**src/design/cfwl_pkg.sv**
```systemverilog
// shared constants, codes, state and divider interface types for the caption
// fade window lookup unit; no dependencies
package cfwl_pkg;

   localparam int MAX_SEGMENTS = 1024;
   localparam int IDX_BITS     = $clog2(MAX_SEGMENTS);
   localparam int CNT_BITS     = IDX_BITS + 1;
   localparam int TIME_BITS    = 32;
   localparam int TRANS_BITS   = 16;
   localparam int CSR_IDX_BITS = 2;
   localparam int CSR_DAT_BITS = 16;
   localparam int Q_BITS       = 17;
   localparam int POS_BITS     = TIME_BITS + 4;
   localparam int DEN_BITS     = TRANS_BITS + 2;
   localparam int DIV_BITS     = DEN_BITS + 16;
   localparam int DIV_CNT_BITS = $clog2(DIV_BITS + 1);
   localparam int P1_BITS      = 2 * Q_BITS;
   localparam int W_BITS       = Q_BITS + 1;
   localparam int P2_BITS      = P1_BITS + W_BITS;

   localparam logic [Q_BITS-1:0] Q_ONE       = Q_BITS'(65536);
   localparam logic [Q_BITS-1:0] ALPHA_FLOOR = Q_BITS'(131);
   localparam logic [W_BITS-1:0] THREE_Q     = W_BITS'(3 * 65536);

   localparam logic [CNT_BITS-1:0] MAX_COUNT = CNT_BITS'(MAX_SEGMENTS);

   localparam logic OP_LOAD  = 1'b0;
   localparam logic OP_QUERY = 1'b1;

   localparam logic [CSR_IDX_BITS-1:0] REG_TRANSITION = 2'd0;
   localparam logic [CSR_IDX_BITS-1:0] REG_SEG_COUNT  = 2'd1;

   typedef enum logic [3:0] {
      ST_IDLE,
      ST_BS_ISSUE,
      ST_BS_CHK,
      ST_SC_ISSUE,
      ST_SC_CHK,
      ST_NB_CHK,
      ST_RAMP,
      ST_DIV,
      ST_SM1,
      ST_SM2,
      ST_SM3,
      ST_EVAL,
      ST_HIT,
      ST_FINISH
   } state_type;

   typedef struct packed {
      logic                start;
      logic [DIV_BITS-1:0] dividend;
      logic [DEN_BITS-1:0] divisor;
   } div_req_type;

   typedef struct packed {
      logic                done;
      logic [DIV_BITS-1:0] quotient;
   } div_rsp_type;

endpackage

```
**src/design/cfwl_div.sv**
```systemverilog
// restoring divider, one quotient bit per cycle, for the ramp position
// depends on cfwl_pkg
module cfwl_div (
   input  logic                 clock,
   input  logic                 reset,
   input  cfwl_pkg::div_req_type req,
   output cfwl_pkg::div_rsp_type rsp
);

   logic                              busy_ff, busy_in;
   logic                              done_ff, done_in;
   logic [cfwl_pkg::DIV_CNT_BITS-1:0] cnt_ff, cnt_in;
   logic [cfwl_pkg::DEN_BITS-1:0]     rem_ff, rem_in;
   logic [cfwl_pkg::DEN_BITS-1:0]     den_ff, den_in;
   logic [cfwl_pkg::DIV_BITS-1:0]     quo_ff, quo_in;
   logic [cfwl_pkg::DEN_BITS:0]       rem_sh;

   always_comb begin
      busy_in = busy_ff;
      done_in = 1'b0;
      cnt_in  = cnt_ff;
      rem_in  = rem_ff;
      den_in  = den_ff;
      quo_in  = quo_ff;
      rem_sh  = {rem_ff, quo_ff[cfwl_pkg::DIV_BITS-1]};
      if (req.start) begin
         busy_in = 1'b1;
         cnt_in  = '0;
         rem_in  = '0;
         den_in  = req.divisor;
         quo_in  = req.dividend;
      end else if (busy_ff) begin
         if (rem_sh >= {1'b0, den_ff}) begin
            rem_in = cfwl_pkg::DEN_BITS'(rem_sh - {1'b0, den_ff});
            quo_in = {quo_ff[cfwl_pkg::DIV_BITS-2:0], 1'b1};
         end else begin
            rem_in = rem_sh[cfwl_pkg::DEN_BITS-1:0];
            quo_in = {quo_ff[cfwl_pkg::DIV_BITS-2:0], 1'b0};
         end
         cnt_in = cnt_ff + 1'b1;
         if (cnt_ff == cfwl_pkg::DIV_CNT_BITS'(cfwl_pkg::DIV_BITS - 1)) begin
            busy_in = 1'b0;
            done_in = 1'b1;
         end
      end
   end

   always_ff @(posedge clock) begin
      if (reset) begin
         busy_ff <= 1'b0;
         done_ff <= 1'b0;
         cnt_ff  <= '0;
      end else begin
         busy_ff <= busy_in;
         done_ff <= done_in;
         cnt_ff  <= cnt_in;
      end
      rem_ff <= rem_in;
      den_ff <= den_in;
      quo_ff <= quo_in;
   end

   assign rsp.done     = done_ff;
   assign rsp.quotient = quo_ff;

endmodule

```
**config.mk**
```make
export PLATFORM = sky130hd
export DESIGN_NAME = cfwl_div
export DESIGN_NICKNAME = d
export VERILOG_FILES = /design/src/design/cfwl_pkg.sv /design/src/design/cfwl_div.sv
export SDC_FILE = /design/constraint.sdc
export NUM_CORES = 1
export LEC_CHECK = 0
export BUFFER_PORTS_ARGS = -buffer_cell sky130_fd_sc_hd__buf_2
export CAP_MARGIN = 30
export CORE_MARGIN = 2
export CORE_UTILIZATION = 55
export DETAILED_ROUTE_END_ITERATION = 6
export HOLD_SLACK_MARGIN = 0.1
export PLACE_DENSITY = 0.85
export RECOVER_POWER = 50
export SETUP_SLACK_MARGIN = 0.05
export SLEW_MARGIN = 25
export SYNTH_ARGS = -nofsm -noshare
export SYNTH_HDL_FRONTEND = slang
export SYNTH_SLANG_ARGS = --single-unit
export TNS_END_PERCENT = 50
```
**constraint.sdc**
```tcl
create_clock -name clock -period 3.3 [get_ports clock]
set_input_delay 0.66 -clock clock [delete_from_list [all_inputs] [get_ports clock]]
set_output_delay 0.66 -clock clock [all_outputs]
set_load 0.05 [all_outputs]
```
* After elaboration in Yosys (flattened, before gate mapping)
Index checks and enable logic that the tools add are counted.
** Cells by class
- Add/sub/neg operators :: 2
- $lt $le $gt $ge :: 1
- Equality and inequality tests :: 1
- Muxes and demuxes :: 8
- Bitwise gates (word level) :: 1
- Reductions and logical operators :: 3
** Operators by type and width (count)
- $mux 34 :: 2
- $ge 19x18->1 :: 1
- $mux 18 :: 1
- $sub 18x18->18 :: 1
- $add 6x1->6 const B :: 1
- $eq 6x6->1 const B :: 1
- $mux 1 :: 5
- $reduce_or 3->1 :: 1
- $reduce_bool 2->1 :: 1
- $reduce_or 2->1 :: 1
- $not 1->1 :: 1
** Word-level totals
- Bits in registers :: 78
- Input port bits :: 55
- Output and inout port bits :: 35
- Logic and storage cells :: 22

* Depth between registers and ports, before layout
Gate-level depths: netlist of the first run.
- Depth in word-level cells :: 4
- Gate-level depth with buffers :: 10
- Gate-level depth less buffers :: 10

* Worst setup path before layout of the first run
Ideal clock, no wire load.
- Path type :: flip-flop to flip-flop
- Start point :: register quo_ff[33] in the netlist's numbering
- End point :: register rem_ff[14] in the netlist's numbering
- Setup time :: 130 ps
- Arrival time :: 2528 ps
- Required time :: 3170 ps
- Slack :: 642 ps
- Stages on the path, launching flop included :: 11
- Path buffers :: 0
- Clock period less this slack :: 2658 ps
- Path through :: edfxtp_1 > inv_1 > ha_1 > inv_1 > fa_1 > a211oi_1 > o21ai_0 > a41o_1 > o41a_1 > o2111ai_1 > o211ai_1
** On the way
- Cells in the longest elaborated chain, start to end :: 2
- Elaborated cells between the ends (all ways) :: 3
- Classes of those cells :: add/sub (1); order compare (1); mux (1)
** RTL lines
- start, declared :: RTL line cfwl_div.sv:15 : logic [cfwl_pkg::DIV_BITS-1:0] quo_ff, quo_in;
- start signal, assigned :: RTL line cfwl_div.sv:60 : quo_ff <= quo_in;
- $sub 18x18->18 / $ge 19x18->1 (equally long branches) :: RTL line cfwl_div.sv:34, cfwl_div.sv:33
- $mux 18 * :: RTL line cfwl_div.sv:33 : if (rem_sh >= {1'b0, den_ff}) begin
- end signal, assigned :: RTL line cfwl_div.sv:58 : rem_ff <= rem_in;
- end, declared :: RTL line cfwl_div.sv:13 : logic [cfwl_pkg::DEN_BITS-1:0] rem_ff, rem_in;
Mark *: on every way between the ends. The rest lies on a longest branch, timed or not.
A chain may end at the register's enable or synchronous reset.

==> results of run 1 <==
==> layer usage <==
metal,wire length (um),share of wire [%],vias up
met2,4710,50,120
met4,250,2.6,0
met5,0,0,-
met1,3890,41,1607
met3,628,6.6,21
li1,-,-,1620
==> report_power, final <==
group | total [mW] | internal, mW | leakage, nW | switching (mW)
clock | 0.790 | 0.429 | 0.104 | 0.361
sequential | 1.16 | 1.13 | 0.729 | 0.0363
combinational | 0.484 | 0.155 | 1.12 | 0.329
total | 2.44 | 1.71 | 1.96 | 0.726
==> kinds of logic (layout without fill, tap and decap cells) <==
family | count (synthesis) | in the layout | synth area share, %
simple gates | 101 | 101 | 11.1
buf+inv | 44 | 136 | 4.67
mux | 36 | 36 | 9.52
xor+xnor | 15 | 15 | 3.10
compound gates | 94 | 94 | 16.0
fa+ha+maj | 21 | 21 | 6.38
flops | 78 | 78 | 49.2
==> how the worst max path moves through the flow <==
stage	startpoint	end	slack, ns	cells after the start
final	req[52]	rem_ff[0]$_SDFFE_PP0P_	0.51	5
after global routing	req[52]	rem_ff[0]$_SDFFE_PP0P_	0.30	5
after global placement	den_ff[14]$_DFFE_PP_	quo_ff[0]$_DFFE_PP_	0.79	8
after floorplan	quo_ff[33]$_DFFE_PP_	rem_ff[14]$_SDFFE_PP0P_	0.64	10
after detailed placement	quo_ff[33]$_DFFE_PP_	rem_ff[14]$_SDFFE_PP0P_	0.72	10
after CTS	quo_ff[33]$_DFFE_PP_	rem_ff[14]$_SDFFE_PP0P_	0.62	10
==> worst reg2reg max path, stage by stage, from the launching register on <==
cell and delay [ns]:
edfxtp_1 0.39, inv_1 0.09, ha_1 0.16, inv_1 0.05
fa_1 0.41, a211oi_1 0.30, o21ai_0 0.30, a41o_1 0.35
o41a_1 0.31, o2111ai_1 0.11, o211ai_1 0.11
==> cell usage after synthesis, types with 2 or more instances <==
cell	number	area [um2]
nor3_1	2	10.0
a21oi_2	2	17.5
o31ai_1	4	30.0
o21bai_1	2	15.0
buf_1	3	11.3
inv_1	22	82.6
buf_2	8	40.0
or3_1	7	43.8
nor2_1	24	90.1
edfxtp_1	52	1560
nand3_1	3	15.0
buf_4	4	30.0
o21ai_0	14	70.1
o31a_1	6	52.6
nor4_1	3	18.8
nand4_1	6	37.5
o211ai_1	16	120
a32o_1	2	20.0
ha_1	20	250
o2111ai_1	2	17.5
xor2_1	5	43.8
mux2i_1	2	20.0
mux2_2	34	383
o311a_1	2	20.0
nand2b_1	3	18.8
xnor2_1	10	87.6
a211o_1	3	26.3
nand2_1	43	161
a21oi_1	20	100
a21o_1	4	30.0
clkbuf_1	6	22.5
dfxtp_1	26	521
a211oi_1	4	30.0
==> flip-flops by register name, summed over array words and instances, names as in the netlist <==
register,count
done_ff,1
busy_ff,1
cnt_ff,6
rem_ff,18
den_ff,18
quo_ff,34
==> final cells by class <==
class                      count  area share (%)
clock buffer                  11            2.66
tap                           99            2.51
sequential                    78            42.2
timing repair buffer          98            9.63
multi-input combinational    267            39.6
inverter                      22            1.67
clock inverter                 5            1.72
==> flow_summary.json, run 1 <==
{
  "status": "completed",
  "start_kind": "input port",
  "synth_edf_count": 52,
  "drtIter0Drc": 145,
  "p_per_area_mw_per_mm2": 494,
  "clock_tree.buffer_depth": 2,
  "rsz0062_at_grt": "false",
  "area_growth_pct": 16.5,
  "top_usage_layer": "met2",
  "place_congestion": 0.872,
  "drv_slew": 0,
  "grt_max_degree": 34,
  "holdPathStages": 2,
  "start_util_pct": 57.5,
  "yosysSeqAreaShare_pct": 49.2,
  "min_to": "busy_ff$_SDFF_PP0_",
  "cp.required_ns": 3.55,
  "drc": 0,
  "final_hold_viol_count": 0,
  "wl_per_cell_um": 16.3,
  "syn_inst": 389,
  "synth_cell_types": 58,
  "io_pins": 90,
  "synth_nets": 465,
  "clkSinkCount": 78,
  "multi_input_area_mm2": 0.00195,
  "antenna_cells": 0,
  "r2r_setup_slack_ns": 0.58,
  "pre_cts_ws_ns": 0.723,
  "period_share_pct": 84.6,
  "cts_tree": "done",
  "grt_pass1_vias": 3341,
  "worstHoldStart": "reset",
  "crit_type": "input port to register",
  "clk_pin_slew_worst_paths_ns": 0.08,
  "avgSynthCellArea_um2": 10.9,
  "drt-total-wl_um": 9480,
  "yosys_warnings": 0,
  "regArea_mm2": 0.00208,
  "period_minus_slack_ns": 2.79,
  "htree_levels": 3,
  "tns_ns": 0,
  "fin_util_pct": 67.0,
  "fill_cells": 589,
  "r2r-start": "quo_ff[33]$_DFFE_PP_",
  "grt_antenna_before_repair": 0,
  "firstDrtPassIters": 7,
  "core_mm2": 0.00737,
  "cts_buffers": 9,
  "die_height_um": 91.7,
  "crit_chain": "clkbuf_1 > clkbuf_1 > nand2b_1 > nor2_1 > a221o_1",
  "hp-class": "input port to register",
  "clockRootBuffer": "clkbuf_8",
  "dp.final_hpwl_um": 6860,
  "ir_worst_vdd_mv": 0.334,
  "mostFrequentLayoutCells": "buf_2 (68), edfxtp_1 (52), nand2_1 (43), mux2_2 (32)",
  "r2r_end": "rem_ff[14]$_SDFFE_PP0P_",
  "endpoint_kind": "register",
  "reg2reg_depth": 10,
  "p_total_mw": 2.44,
  "grt_util_met2_pct": 38.9,
  "syn_area_mm2": 0.00423,
  "ant_nets": 0,
  "holdBufCountCts": 0,
  "layoutNonFillerInstCount": 580,
  "whs_ns": 0.471,
  "final_nets": 552,
  "vias_per_cell": 5.81,
  "num_rows": 31,
  "cts_setup_buffers": 0,
  "gr-usage-met1_pct": 29.0,
  "maxCapViolations": 0,
  "die-area_mm2": 0.00842,
  "crit_buf_inv": 2,
  "place_area_mm2": 0.00476,
  "crit_family": "buffers and inverters",
  "ctsResizeCount": 0,
  "fmax_ghz": 0.358,
  "critPathSlowestCell": "clkbuf_1",
  "grt_use_total_pct": 23.4,
  "crit_fanout": 26,
  "path_common_cell": "clkbuf_1",
  "dp.cells": 564,
  "max-slew-margin-rel_pct": 12.0,
  "worst_clock_skew_ns": 0.0103,
  "synth_flop_cell": "edfxtp_1",
  "power.leakage_nw": 1.96,
  "critPathArrivalTime_ns": 3.04,
  "final_common_cell": "buf_2",
  "io_buffers": 89,
  "die_w_um": 91.7,
  "final_area_mm2": 0.00493,
  "critical_path.max_stage_delay_ns": 1.03,
  "use_met3_pct": 6.16,
  "worst_pin_slew_ns": 1.32,
  "timing.final.ws_setup_ns": 0.509,
  "vias": 3368,
  "synth-seq-cells": 78,
  "grt_overflow": 0,
  "grt_pass1_wl_um": 15700,
  "layout-drive-gt1-share_pct": 26.4,
  "async_flop_share_pct": 0,
  "setup_violations": 0,
  "worst_skew_pair.late_latency_ns": 0.35
}
No activity file was read; power rests on OpenSTA's default activity.
==> run 2, diff against run 1 <==
Settings changed: ABC_AREA set to 1, CORE_UTILIZATION 55 to 50, PLACE_DENSITY 0.85 to 0.82.
Clock period 3.3 ns to 2.3 ns, I/O delays scaled along.
==> flow_summary.json, run 2 <==
{
  "status": "finished with violations",
  "violations": "max-capacitance violations, max-slew violations",
  "async_flop_share_pct": 0,
  "topRoutingLayerUsed": "met4",
  "power.leakage_nw": 2.58,
  "worstHoldStart": "req[7]",
  "syn_area_mm2": 0.00434,
  "p_total_mw": 3.43,
  "wl_per_cell_um": 13.4,
  "largest_register": "quo_ff",
  "htree_levels": 3,
  "avgSynthCellArea_um2": 7.91,
  "ir_worst_vdd_mv": 0.377,
  "crit_family": "simple AND/OR/NAND/NOR gates",
  "fmax_ghz": 0.469,
  "r2r_end": "rem_ff[12]$_SDFFE_PP0P_",
  "start_util_pct": 52.3,
  "timing.final.ws_setup_ns": 0.167,
  "clkSinkCount": 78,
  "grt_use_total_pct": 22.2,
  "worst_pin_slew_ns": 1.53,
  "multi_input_area_mm2": 0.00195,
  "largest_reg_flops": 34,
  "rsz0062_at_grt": "true",
  "wl_met3_um": 651,
  "grt_pass1_wl_um": 17000,
  "synth_edf_count": 52,
  "ant_nets": 0,
  "met2WireLength_um": 4690,
  "crit_fanout": 3,
  "regArea_mm2": 0.00208,
  "antenna_cells": 0,
  "die-area_mm2": 0.00943,
  "grt_antenna_before_repair": 0,
  "synth_cell_types": 32,
  "layout-drive-gt1-share_pct": 18.9,
  "final_nets": 716,
  "area_growth_pct": 17.9,
  "yosysSeqAreaShare_pct": 48.0,
  "die_w_um": 97.1,
  "maxCapViolations": 1,
  "min_to": "den_ff[7]$_DFFE_PP_",
  "mostFrequentLayoutCells": "nand2_1 (223), buf_2 (82), inv_1 (62), edfxtp_1 (52), nand3_1 (36)",
  "die_height_um": 97.1,
  "synth_nets": 624,
  "worst_clock_skew_ns": 0.00726,
  "pre_cts_ws_ns": 0.150,
  "drt-total-wl_um": 10000,
  "max-slew-margin-rel_pct": -2.22,
  "reg_top3": "quo_ff (34), den_ff (18), rem_ff (18)",
  "synth_most_common_cell": "nand2_1",
  "setup_violations": 0,
  "cp.required_ns": 2.56,
  "r2r-start": "quo_ff[33]$_DFFE_PP_",
  "num_rows": 33,
  "crit_type": "register to register",
  "dp.final_hpwl_um": 7300,
  "cts_tree": "done",
  "yosys_warnings": 0,
  "dp.cells": 734,
  "core_mm2": 0.00830,
  "reg2reg_depth": 14,
  "r2r_setup_slack_ns": 0.17,
  "critPathArrivalTime_ns": 2.40,
  "path_common_cell": "nand2_1",
  "synth_top_area_share_pct": 36.0,
  "fill_cells": 742,
  "fin_util_pct": 61.6,
  "grt_max_degree": 43,
  "tns_ns": 0,
  "endpoint_kind": "register",
  "crit_buf_inv": 3,
  "crit_start": "quo_ff[33]$_DFFE_PP_",
  "layoutNonFillerInstCount": 750,
  "final_common_cell": "nand2_1",
  "io_buffers": 89,
  "p_per_area_mw_per_mm2": 671,
  "period_minus_slack_ns": 2.13,
  "clockRootBuffer": "clkbuf_8",
  "synth_top_area_cell": "edfxtp_1",
  "crit_chain": "inv_1 > ha_1 > inv_1 > fa_1 > inv_1 > nor2_1 > o21ai_0 > nand2_1 > nand2_1 > nand3b_1 > nand2_1 > nand2_1 > nand3_1 > nand2_1",
  "synth-seq-cells": 78,
  "holdPathStages": 1,
  "clock_tree.buffer_depth": 2,
  "period_share_pct": 92.7,
  "hp-class": "input port to register",
  "drc": 0,
  "worst_skew_pair.late_latency_ns": 0.36,
  "critical_path.max_stage_delay_ns": 0.41,
  "place_congestion": 0.911,
  "firstDrtPassIters": 5,
  "grt_overflow": 0,
  "grt_pass1_vias": 3730,
  "start_kind": "register",
  "clk_pin_slew_worst_paths_ns": 0.09,
  "io_pins": 90,
  "cts_buffers": 9,
  "vias": 3846,
  "netlist_top_cells_count": "nand2_1 (223), inv_1 (62), edfxtp_1 (52)",
  "cts_setup_buffers": 0,
  "drt-met1-wl_um": 4520,
  "synth_flop_cell": "edfxtp_1",
  "final_hold_viol_count": 0,
  "drv_slew": 37,
  "drtIter0Drc": 224,
  "vias_per_cell": 5.13,
  "syn_inst": 548,
  "synth_area_leaders": "edfxtp_1 (36%), nand2_1 (19%), dfxtp_1 (12%), ha_1 (5.8%), inv_1 (5.4%)",
  "critPathSlowestCell": "fa_1"
}
run 2: cell type report:
cell class	instances	share of cell area (%)
Sequential cell	78	40.7
Multi-Input combinational cell	388	38.1
Timing Repair Buffer	97	9.57
Inverter	66	4.85
Clock buffer	11	2.57
Tap cell	105	2.57
Clock inverter	5	1.62
run 2: stage by stage:
stage	hold slack (ns)	instance area [um2]
after floorplan	0.444	4340
after global placement	0.452	4890
after detailed placement	0.460	4890
after CTS	0.248	5100
after global routing	0.255	5110
final	0.268	5110
run 2: worst register-to-register path, cell delays in order, from the launching register on:
cell      delay [ns]
edfxtp_1        0.40
inv_1           0.10
ha_1            0.15
inv_1           0.07
fa_1            0.41
inv_1           0.08
nor2_1          0.07
o21ai_0         0.16
nand2_1         0.16
nand2_1         0.11
nand3b_1        0.08
nand2_1         0.09
nand2_1         0.05
nand3_1         0.06
nand2_1         0.05
run 2: worst max path at each step:
stage                         endpoint  slack, ns  cells past startpoint
2_1_floorplan   rem_ff[6]$_SDFFE_PP0P_       0.16                     12
3_3_place_gp   rem_ff[14]$_SDFFE_PP0P_       0.20                     15
3_5_place_dp   rem_ff[14]$_SDFFE_PP0P_       0.15                     15
4_1_cts        rem_ff[14]$_SDFFE_PP0P_       0.15                     15
5_1_grt        rem_ff[12]$_SDFFE_PP0P_       0.02                     14
6_report       rem_ff[12]$_SDFFE_PP0P_       0.17                     14
run 2: kinds of logic (layout without fill, tap and decap cells):
kind of cell | after synthesis | after routing | share of synthesized area (%)
adders and majority gates | 21 | 21 | 6.23
buffers and inverters | 82 | 179 | 7.73
xor gates and xnor gates | 8 | 8 | 1.62
and+or+nand+nor | 322 | 322 | 31.7
DFF | 78 | 78 | 48.0
AOI/OAI and AO/OA | 37 | 37 | 4.73
run 2: layer usage:
layer | vias up | track usage, %
met5 | - | 0
met4 | 0 | 9.10
met3 | 17 | 5.40
met2 | 138 | 36.3
met1 | 1762 | 28.3
li1 | 1929 | -
run 2: report_power, final:
part | leakage (nW) | switching (mW) | internal (mW)
registers | 0.735 | 0.0497 | 1.61
logic | 1.74 | 0.451 | 0.167
clock network | 0.108 | 0.540 | 0.617
run 2: what timing repair did:
action,CTS,global route
setup endpoints to repair,0,17
gates resized for setup,0,5
hold buffers,0,0
==> run 3, diff against run 2 <==
Settings changed: CORE_UTILIZATION 50 to 25, PLACE_DENSITY 0.82 to not set, PLACE_DENSITY_LB_ADDON set to 0.2.
==> flow_summary.json, run 3 (synthesized netlist as in run 2, its figures left out) <==
{
  "p_total_mw": 3.80,
  "combPwrFrac_pct": 16.3,
  "critical_path.max_stage_delay_ns": 0.42,
  "area_growth_pct": 24.1,
  "crit_cells": 14,
  "status": "completed",
  "drc": 0,
  "layout-drive-gt1-share_pct": 19.2,
  "crit_fanout": 3,
  "place_congestion": 0.869,
  "htree_levels": 3,
  "die_w_um": 136,
  "critPathArrivalTime_ns": 2.31,
  "start_util_pct": 25.3,
  "period_share_pct": 90.4,
  "critPathSlowestCell": "fa_1",
  "path_common_cell": "nand2_1",
  "ant_nets": 0,
  "final_hold_viol_count": 0,
  "grt_overflow": 0,
  "reg2reg_depth": 14,
  "start_kind": "register",
  "clkSinkCount": 78,
  "firstDrtPassIters": 4,
  "clk_pin_slew_worst_paths_ns": 0.07,
  "period_minus_slack_ns": 2.08,
  "grt_pass1_vias": 3865,
  "fmax_ghz": 0.481,
  "worst_pin_slew_ns": 0.958,
  "grt_use_total_pct": 12.9,
  "pre_cts_ws_ns": 0.225,
  "power_frac_seq_pct": 43.6,
  "die_height_um": 136,
  "crit_family": "simple AND/OR/NAND/NOR gates",
  "setup_violations": 0,
  "timing.final.ws_setup_ns": 0.222,
  "cts_tree": "done",
  "max-slew-margin-rel_pct": 36.1,
  "power.leakage_nw": 2.66,
  "layoutNonFillerInstCount": 872,
  "final_common_cell": "nand2_1",
  "largest_reg_flops": 34,
  "endpoint_kind": "register",
  "drv_slew": 0,
  "worst_clock_skew_ns": 0.0115,
  "final_area_mm2": 0.00538,
  "cp.required_ns": 2.53,
  "rsz0062_at_grt": "true",
  "holdPathStages": 1,
  "hp-class": "input port to register",
  "worst_skew_pair.late_latency_ns": 0.34,
  "core_mm2": 0.0171,
  "mostFrequentLayoutCells": "nand2_1 (223), buf_2 (86), inv_1 (62), edfxtp_1 (52), nand3_1 (36)",
  "io_pins": 90,
  "fin_util_pct": 31.4,
  "final_nets": 718,
  "drtIter0Drc": 147,
  "grt_pass1_wl_um": 18700,
  "dp.cells": 856,
  "crit_buf_inv": 3,
  "p_sw_share_pct": 28.4,
  "dp.final_hpwl_um": 8130,
  "grt_antenna_before_repair": 1,
  "ir_worst_vdd_mv": 0.512,
  "pwr-share-clk_pct": 40.1,
  "reg_top3": "quo_ff (34), den_ff (18), rem_ff (18)",
  "num_rows": 48,
  "wl_per_cell_um": 12.7,
  "p_switching_mw": 1.08,
  "vias_per_cell": 4.28,
  "internal_power_mw": 2.72,
  "whs_ns": 0.289,
  "drt-total-wl_um": 11100,
  "clock_tree.buffer_depth": 2,
  "maxCapViolations": 0,
  "grt_max_degree": 43,
  "crit_type": "register to register",
  "largest_register": "quo_ff",
  "p_per_area_mw_per_mm2": 707,
  "die-area_mm2": 0.0184,
  "io_buffers": 89,
  "place_area_mm2": 0.00508,
  "tns_ns": 0,
  "clockRootBuffer": "clkbuf_16",
  "vias": 3731,
  "crit_chain": "inv_1 > ha_1 > inv_1 > fa_1 > inv_1 > nor2_1 > nor2_1 > o21bai_2 > nand2_1 > nand3b_1 > nand2_1 > nand2_1 > nand3_1 > nand2_1",
  "cts_buffers": 9
}
run 3: cell count changes in the layout (fill, tap and decap cells not counted), moves of 2 or more:
cell	change
clkbuf_8	-9
buf_2	+4
buf_12	+2
clkbuf_1	-4
buf_4	-2
clkbuf_2	+2
clkbuf_16	+9
run 3: what timing repair did:
action | in CTS | in global routing
resized for setup | 0 | 3
hold endpoints to repair | 0 | 0
setup endpoints to repair | 0 | 8
setup buffers | 0 | 0
hold buffers | 0 | 0
run 3: worst paths after layout:
| kind | slack [ns] | to | start |
|---|---|---|---|
| max | 0.22 | rem_ff[14]$_SDFFE_PP0P_ | quo_ff[33]$_DFFE_PP_ |
| min reg2reg | 0.47 | rem_ff[16]$_SDFFE_PP0P_ | rem_ff[16]$_SDFFE_PP0P_ |
| max reg2reg | 0.22 | rem_ff[14]$_SDFFE_PP0P_ | quo_ff[33]$_DFFE_PP_ |
| min | 0.29 | den_ff[3]$_DFFE_PP_ | req[3] |
run 3: cell type report:
type                    count  area (um2)
diodes                      1        2.50
clock buffers              11         233
clock inverters             4        72.6
fillers                  1836       11700
inverters                  66         248
multi-input cells         388        1930
flip-flops and latches     78        2080
well taps                 225         282
repair buffers             99         529
run 3: power groups by stage:
stage | registers, mW | clock network (mW) | logic [mW]
after floorplan | 1.89 | 0 | 0.226
after global placement | 1.68 | 0 | 0.634
after detailed placement | 1.68 | 0 | 0.632
after CTS | 1.66 | 1.58 | 0.633
after global routing | 1.67 | 1.63 | 0.682
final | 1.66 | 1.53 | 0.621
run 3: routing by layer:
layer	up-vias	share of wire (%)	global-route usage (%)
li1	1936	-	-
met1	1673	47	15.9
met2	107	43	20.2
met3	15	8.4	5.27
met4	0	1.9	4.63
met5	-	0	0
